### src/sv/rhsi_pkg.sv
// Shared types and constants of the RGB to HSI pixel pipeline.
// Holds the CORDIC arctangent table and pi, both built at elaboration.
// No dependencies.
package rhsi_pkg;

  localparam int ANG_BITS     = 60;
  localparam int CORDIC_STEPS = 40;
  localparam int SQRT_ITERS   = 32;
  localparam int ROOT_STAGES  = 16;
  localparam int PIDIV_STAGES = 16;
  localparam int PIDIV_STEP   = 2;

  typedef logic [CORDIC_STEPS-1:0][63:0] atan_tab_t;

  typedef struct packed {
    logic        grey;
    logic        b_gt_g;
    logic [15:0] sat;
    logic [15:0] inten;
  } side_t;

  // Restoring long division, used only while the constant tables are built.
  function automatic logic [63:0] udiv64(logic [63:0] a, logic [63:0] d);
    logic [63:0] q;
    logic [64:0] r;
    q = 64'd0;
    r = 65'd0;
    for (int i = 63; i >= 0; i--) begin
      r = {r[63:0], a[i]};
      if (r >= {1'b0, d}) begin
        r    = r - {1'b0, d};
        q[i] = 1'b1;
      end
    end
    return q;
  endfunction

  function automatic logic [63:0] atan_inv(logic [63:0] n);
    logic [63:0] p;
    logic [63:0] sum;
    logic [63:0] t;
    p   = udiv64(64'd1 << ANG_BITS, n);
    sum = 64'd0;
    for (int k = 0; k < 64; k++) begin
      if (p != 64'd0) begin
        t = udiv64(p, 64'(2 * k + 1));
        if (k % 2 == 1) begin
          sum = sum - t;
        end else begin
          sum = sum + t;
        end
        p = udiv64(p, n * n);
      end
    end
    return sum;
  endfunction

  function automatic logic [63:0] atan_pow2(int i);
    logic [63:0] p;
    logic [63:0] sum;
    logic [63:0] t;
    p   = (64'd1 << ANG_BITS) >> i;
    sum = 64'd0;
    for (int k = 0; k < 64; k++) begin
      if (p != 64'd0) begin
        t = udiv64(p, 64'(2 * k + 1));
        if (k % 2 == 1) begin
          sum = sum - t;
        end else begin
          sum = sum + t;
        end
        p = (2 * i < 64) ? (p >> (2 * i)) : 64'd0;
      end
    end
    return sum;
  endfunction

  function automatic atan_tab_t build_atan_tab();
    atan_tab_t tab;
    tab[0] = (atan_inv(64'd5) << 2) - atan_inv(64'd239);
    for (int i = 1; i < CORDIC_STEPS; i++) begin
      tab[i] = atan_pow2(i);
    end
    return tab;
  endfunction

  localparam atan_tab_t   ATAN_TAB = build_atan_tab();
  localparam logic [63:0] PI_Q     = ATAN_TAB[0] << 2;

endpackage

### src/sv/rhsi_hue.sv
// Back end: clamps the angle, divides it by pi, scales to degrees, mirrors or
// zeroes the hue; holds the output register. Depends on rhsi_pkg.
module rhsi_hue #(
  parameter int HUE_FRAC_BITS = 6
) (
  input  logic               clk_i,
  input  logic               rst_ni,
  input  logic               en_i,
  input  logic               valid_i,
  input  logic signed [63:0] z_i,
  input  rhsi_pkg::side_t    side_i,
  output logic               valid_o,
  output logic [14:0]        hue_o,
  output logic [15:0]        saturation_o,
  output logic [15:0]        intensity_o
);
  import rhsi_pkg::*;

  localparam int MW = HUE_FRAC_BITS + 8;
  localparam int HW = HUE_FRAC_BITS + 10;
  localparam int PW = 33 + MW;
  localparam logic [MW-1:0] HALF_TURN = MW'(180) << HUE_FRAC_BITS;
  localparam logic [HW-1:0] FULL_TURN = HW'(360) << HUE_FRAC_BITS;

  logic [63:0] ang;
  logic [63:0] rem_q  [PIDIV_STAGES+1];
  logic [32:0] q_q    [PIDIV_STAGES+1];
  side_t       side_q [PIDIV_STAGES+1];
  logic        valid_q[PIDIV_STAGES+1];

  logic [PW-1:0] prod_q;
  side_t         mside_q;
  logic          mvalid_q;
  logic [PW-1:0] rnd;
  logic [HW-1:0] hraw;
  logic [HW-1:0] hsel;

  always_comb begin
    if (z_i < 64'sd0) begin
      ang = 64'd0;
    end else if ($unsigned(z_i) > PI_Q) begin
      ang = PI_Q;
    end else begin
      ang = $unsigned(z_i);
    end
  end

  always_ff @(posedge clk_i or negedge rst_ni) begin
    if (!rst_ni) begin
      valid_q[0] <= 1'b0;
    end else if (en_i) begin
      valid_q[0] <= valid_i;
    end
  end

  always_ff @(posedge clk_i) begin
    if (en_i) begin
      side_q[0] <= side_i;
      if (ang >= PI_Q) begin
        rem_q[0] <= ang - PI_Q;
        q_q[0]   <= 33'd1;
      end else begin
        rem_q[0] <= ang;
        q_q[0]   <= 33'd0;
      end
    end
  end

  for (genvar s = 0; s < PIDIV_STAGES; s++) begin : g_div
    logic [63:0] rem_c;
    logic [32:0] q_c;

    always_comb begin
      rem_c = rem_q[s];
      q_c   = q_q[s];
      for (int j = 0; j < PIDIV_STEP; j++) begin
        rem_c = rem_c << 1;
        q_c   = q_c << 1;
        if (rem_c >= PI_Q) begin
          rem_c  = rem_c - PI_Q;
          q_c[0] = 1'b1;
        end
      end
    end

    always_ff @(posedge clk_i or negedge rst_ni) begin
      if (!rst_ni) begin
        valid_q[s+1] <= 1'b0;
      end else if (en_i) begin
        valid_q[s+1] <= valid_q[s];
      end
    end

    always_ff @(posedge clk_i) begin
      if (en_i) begin
        rem_q[s+1]  <= rem_c;
        q_q[s+1]    <= q_c;
        side_q[s+1] <= side_q[s];
      end
    end
  end

  always_ff @(posedge clk_i or negedge rst_ni) begin
    if (!rst_ni) begin
      mvalid_q <= 1'b0;
      valid_o  <= 1'b0;
    end else if (en_i) begin
      mvalid_q <= valid_q[PIDIV_STAGES];
      valid_o  <= mvalid_q;
    end
  end

  always_ff @(posedge clk_i) begin
    if (en_i) begin
      prod_q  <= PW'(q_q[PIDIV_STAGES]) * PW'(HALF_TURN);
      mside_q <= side_q[PIDIV_STAGES];
    end
  end

  always_comb begin
    rnd  = prod_q + (PW'(1) << 31);
    hraw = HW'(rnd >> 32);
    if (mside_q.grey) begin
      hsel = '0;
    end else if (mside_q.b_gt_g) begin
      hsel = FULL_TURN - hraw;
    end else begin
      hsel = hraw;
    end
  end

  always_ff @(posedge clk_i) begin
    if (en_i) begin
      hue_o        <= 15'(hsel);
      saturation_o <= mside_q.sat;
      intensity_o  <= mside_q.inten;
    end
  end

endmodule

### config.mk
export PLATFORM = sky130hd
export DESIGN_NAME = rhsi_hue
export DESIGN_NICKNAME = d
export VERILOG_FILES = /design/src/sv/rhsi_pkg.sv /design/src/sv/rhsi_hue.sv
export SDC_FILE = /design/constraint.sdc
export NUM_CORES = 2
export LEC_CHECK = 0
export BUFFER_PORTS_ARGS = -buffer_cell sky130_fd_sc_hd__buf_2
export CORE_UTILIZATION = 28
export DETAILED_ROUTE_END_ITERATION = 16
export PLACE_DENSITY = 0.48
export SKIP_CTS_REPAIR_TIMING = 1
export SLEW_MARGIN = 10
export SYNTH_ARGS = -nofsm -noshare
export SYNTH_HDL_FRONTEND = slang
export SYNTH_SLANG_ARGS = --single-unit
### constraint.sdc
create_clock -name clk_i -period 8.4 [get_ports clk_i]
set_clock_uncertainty 0.05 [all_clocks]
set_input_delay 1.26 -clock clk_i [delete_from_list [all_inputs] [get_ports clk_i]]
set_output_delay 1.26 -clock clk_i [all_outputs]
set_load 0.05 [all_outputs]
==> summary.md <==
| Metric | Value |
|---|---|
| Result of the run | completed |
| Sequential share of the synthesized area | 0.4339 |
| Final net count | 14020 |
| Worst Path Buf+Inv | 3 |
| Critical path depth | 17 |
| Peak Freq | 142.0 MHz |
| Post-synthesis cell area | 132700 µm² |
| Post-Syn Area per Cell | 9.483 µm² |
| CTS Buf Count | 221 |
| Via count | 105600 |
| Final period utilization | 0.8384 |
| CP arrival | 7.66 ns |
| Iteration-0 DRC Markers | 8533 |
| Finished Layout Cells | 20160 |
| Min-delay worst type | input port to asynchronous set/reset pin |
| Syn-to-layout area delta | 10.73% |
| HPWL after DPL | 278.1 mm |
| Max-cap violations | 0 |
| CP max stage delay | 0.89 ns |
| Critical-path top delay cell | a311oi_1 |
| Slew Viols, Final | 0 |
| Placer Congestion | 0.8509 |
| Layout cell share with drive strength beyond 1 | 0.07171 |
| Min cycle time layout | 7.043 ns |
| Final setup fails | 0 |
| H-tree Lvls | 4 |
| Global route overflow | 0 |
| Mapped Cells | 13990 |
| First-pass GRT wire length | 587.7 mm |
| Unique masters post-synth | 126 |
| Fin. Hold Viols | 0 |
| Clock Sinks | 1920 |
| Die Y | 690.3 µm |
| Top delay family on crit path | compound AO/OA/AOI/OAI gates |
| Synth Flop Type | edfxtp_1 |
| Worst EP required | 9.02 ns |
| Chip Width | 690.3 µm |
| Die footprint | 476600 µm² |
| Syn nets | 14260 |
| CTS tree | done |
| Routed Antenna Nets | 0 |
| Vias in the first global route | 100900 |
| Crit-path max FO | 41 |
| Core area | 471400 µm² |
| GRT Util Overall | 0.1490 |
| Dpl cells | 19750 |
| Final wirelength | 371.6 mm |
| TNS Setup | 0 ns |
| Remaining DRCs | 0 |
| Worst setup EP type | register |
| Reg2Reg Depth | 17 |
| Worst slew margin | 0.2133 |
| # fillers | 49040 |
| I/O Pins | 150 |
| IO Port Bufs | 149 |
| Row count | 252 |
| Slew of the pin with the lowest slew margin | 1.150 ns |
| Initial antenna violation count | 4 |
| Syn. warnings | 0 |
| WS Path Type | register to register |
| EDFF count, synth | 1901 |
| Crit path cell chain | nor4_2 > a21oi_1 > o21ai_1 > a211oi_2 > nor3_4 > inv_2 > buf_4 > a311oi_1 > a21oi_1 > nand2_1 > a21oi_1 > a311oi_1 > nor4_1 > nor3_4 > buf_4 > o31ai_2 > xor2_1 |
| Mean routed wirelength per cell | 18.44 µm |
| Largest net degree at the start of global routing | 154 |
| Root buffer cell | clkbuf_16 |
| Critical Path Start Type | register |
| Yosys reg bits | 1920 |
| Worst-path clk slew | 0.06 ns |
| Clock Latency Late Sink | 0.95 ns |
| Drt first pass iters | 6 |
| Top cell by count, worst path | a21oi_1 |
| Initial core utilization | 0.2815 |
| Clock buffer depth | 4 |
| Vias per inst | 5.240 |
| RSZ-0062 raised after global routing | false |
| Fraction of registers with async set or reset after synthesis | 0.009896 |
area by class of cell:
class                      instances  area (µm²)  area share
multi-input combinational      10830       70290      0.4785
sequential                      1920       57560      0.3918
tap                             6223        7786     0.05300
clock buffer                     252        5668     0.03858
timing repair buffer             295        1982     0.01349
clock inverter                   153        1821     0.01239
inverter                         478        1797     0.01223
antenna                            1       2.502  0.00001703
stage by stage:
stage | area, µm² | utilization | hold WS, ns | worst slack (ns)
floorplan | 132700 | - | 0.3503 | 2.448
global placement | 139400 | 0.2958 | 0.3504 | 1.602
detailed placement | 139400 | 0.2958 | 0.3545 | 1.534
CTS | 146900 | 0.3116 | 0.1306 | 1.506
global route | 146900 | 0.3117 | 0.1932 | 0.8549
finish | 146900 | 0.3117 | 0.2089 | 1.357
cell families after synthesis:
logic type,share of synthesized area
and+or+nand+nor,0.1912
DFF,0.4339
muxes,0.008488
buffers and inverters,0.03694
xor gates and xnor gates,0.1168
AOI/OAI and AO/OA,0.1933
adders and majority gates,0.01937
worst reg2reg max path, delay by kind of cell (launching register included):
kind / cells / cell delay [ns]
compound gates: 8 / 3.10
xor+xnor: 1 / 0.15
buf+inv: 3 / 1.15
flops: 1 / 0.57
simple gates: 5 / 1.77
state kept, by name (all words and copies together), names as in the netlist:
signal and flops:
saturation_o 16, mvalid_q 1, prod_q 16, side_q 578
intensity_o 16, valid_o 1, hue_o 15, rem_q 937
mside_q 34, q_q 289, valid_q 17
metal layers:
metal / part of all wire / GRT usage / up-vias
li1: - / - / 52000
met1: 0.46 / 0.2018 / 50900
met2: 0.48 / 0.2520 / 2235
met3: 0.038 / 0.01628 / 478
met4: 0.026 / 0.03981 / 0
met5: 0 / 0 / -
cells in the mapped netlist, types with 44 or more instances:
library cell  count  area (µm²)
nand2_1        1176        4414
or3_1           206        1289
ha_1            111        1389
o21ai_0         815        4079
nand4_1         176        1101
a311oi_1         53       464.2
o211a_1          45       450.4
xnor2_1        1174       10280
or2_2           121       757.0
nor2b_1          95       594.3
nor3_1          498        2492
buf_2           125       625.6
nand3b_1         53       397.9
and2_1          144       900.9
edfxtp_1       1901       57080
clkbuf_1        559        2098
nand2b_1        150       938.4
fa_1             59        1181
a31oi_1         188        1176
a31o_2           45       394.1
nor4_1          200        1251
o22ai_1          67       419.2
o2111ai_1        72       630.6
a211oi_1        199        1494
nor3b_1          70       525.5
nand3_1         378        1892
o211ai_1        195        1464
or4_1            95       713.2
a211o_1          62       543.0
mux2_2           44       495.5
o31ai_1         120       900.9
a21oi_1         780        3904
buf_1            53       198.9
o21a_1          124       930.9
a22oi_1          47       352.8
xor2_1          595        5211
and3_1          149       932.1
a21o_1          137        1028
o21bai_1         47       352.8
nor2_1         1239        4651
a221oi_1         46       402.9
inv_1           457        1715
mux2i_1          63       630.6
a2111oi_0        51       446.7
a21boi_0         84       630.6
layout by cell type (no fill, tap or decap), types with 121 or more instances in the layout:
master        n
clkbuf_16   222
a21oi_1     779
nand4_1     176
a211oi_1    198
o21ai_0     813
nand3_1     378
a31oi_1     187
o211ai_1    195
nor3_1      497
edfxtp_1   1901
and2_1      144
and3_1      148
o21a_1      124
buf_2       148
inv_1       457
nand2b_1    150
a21o_1      137
or2_2       121
nor2_1     1235
or3_1       206
nand2_1    1176
xor2_1      595
buf_4       136
nor4_1      199
xnor2_1    1174
worst paths after layout:
path	to	from	slack (ns)
max	rem_q[0][80]	rem_q[0][7]	1.36
min	valid_q[0]	rst_ni	0.21
max reg2reg	rem_q[0][80]	rem_q[0][7]	1.36
min reg2reg	side_q[12][20]	side_q[11][20]	0.32
max in group asynchronous	valid_q[14]	rst_ni	7.79
min in group clk_i	side_q[12][20]	side_q[11][20]	0.32
Power is left out: the tool's default activity adds up to more than one toggle a clock period on the data nets, which glitch-free logic cannot reach.
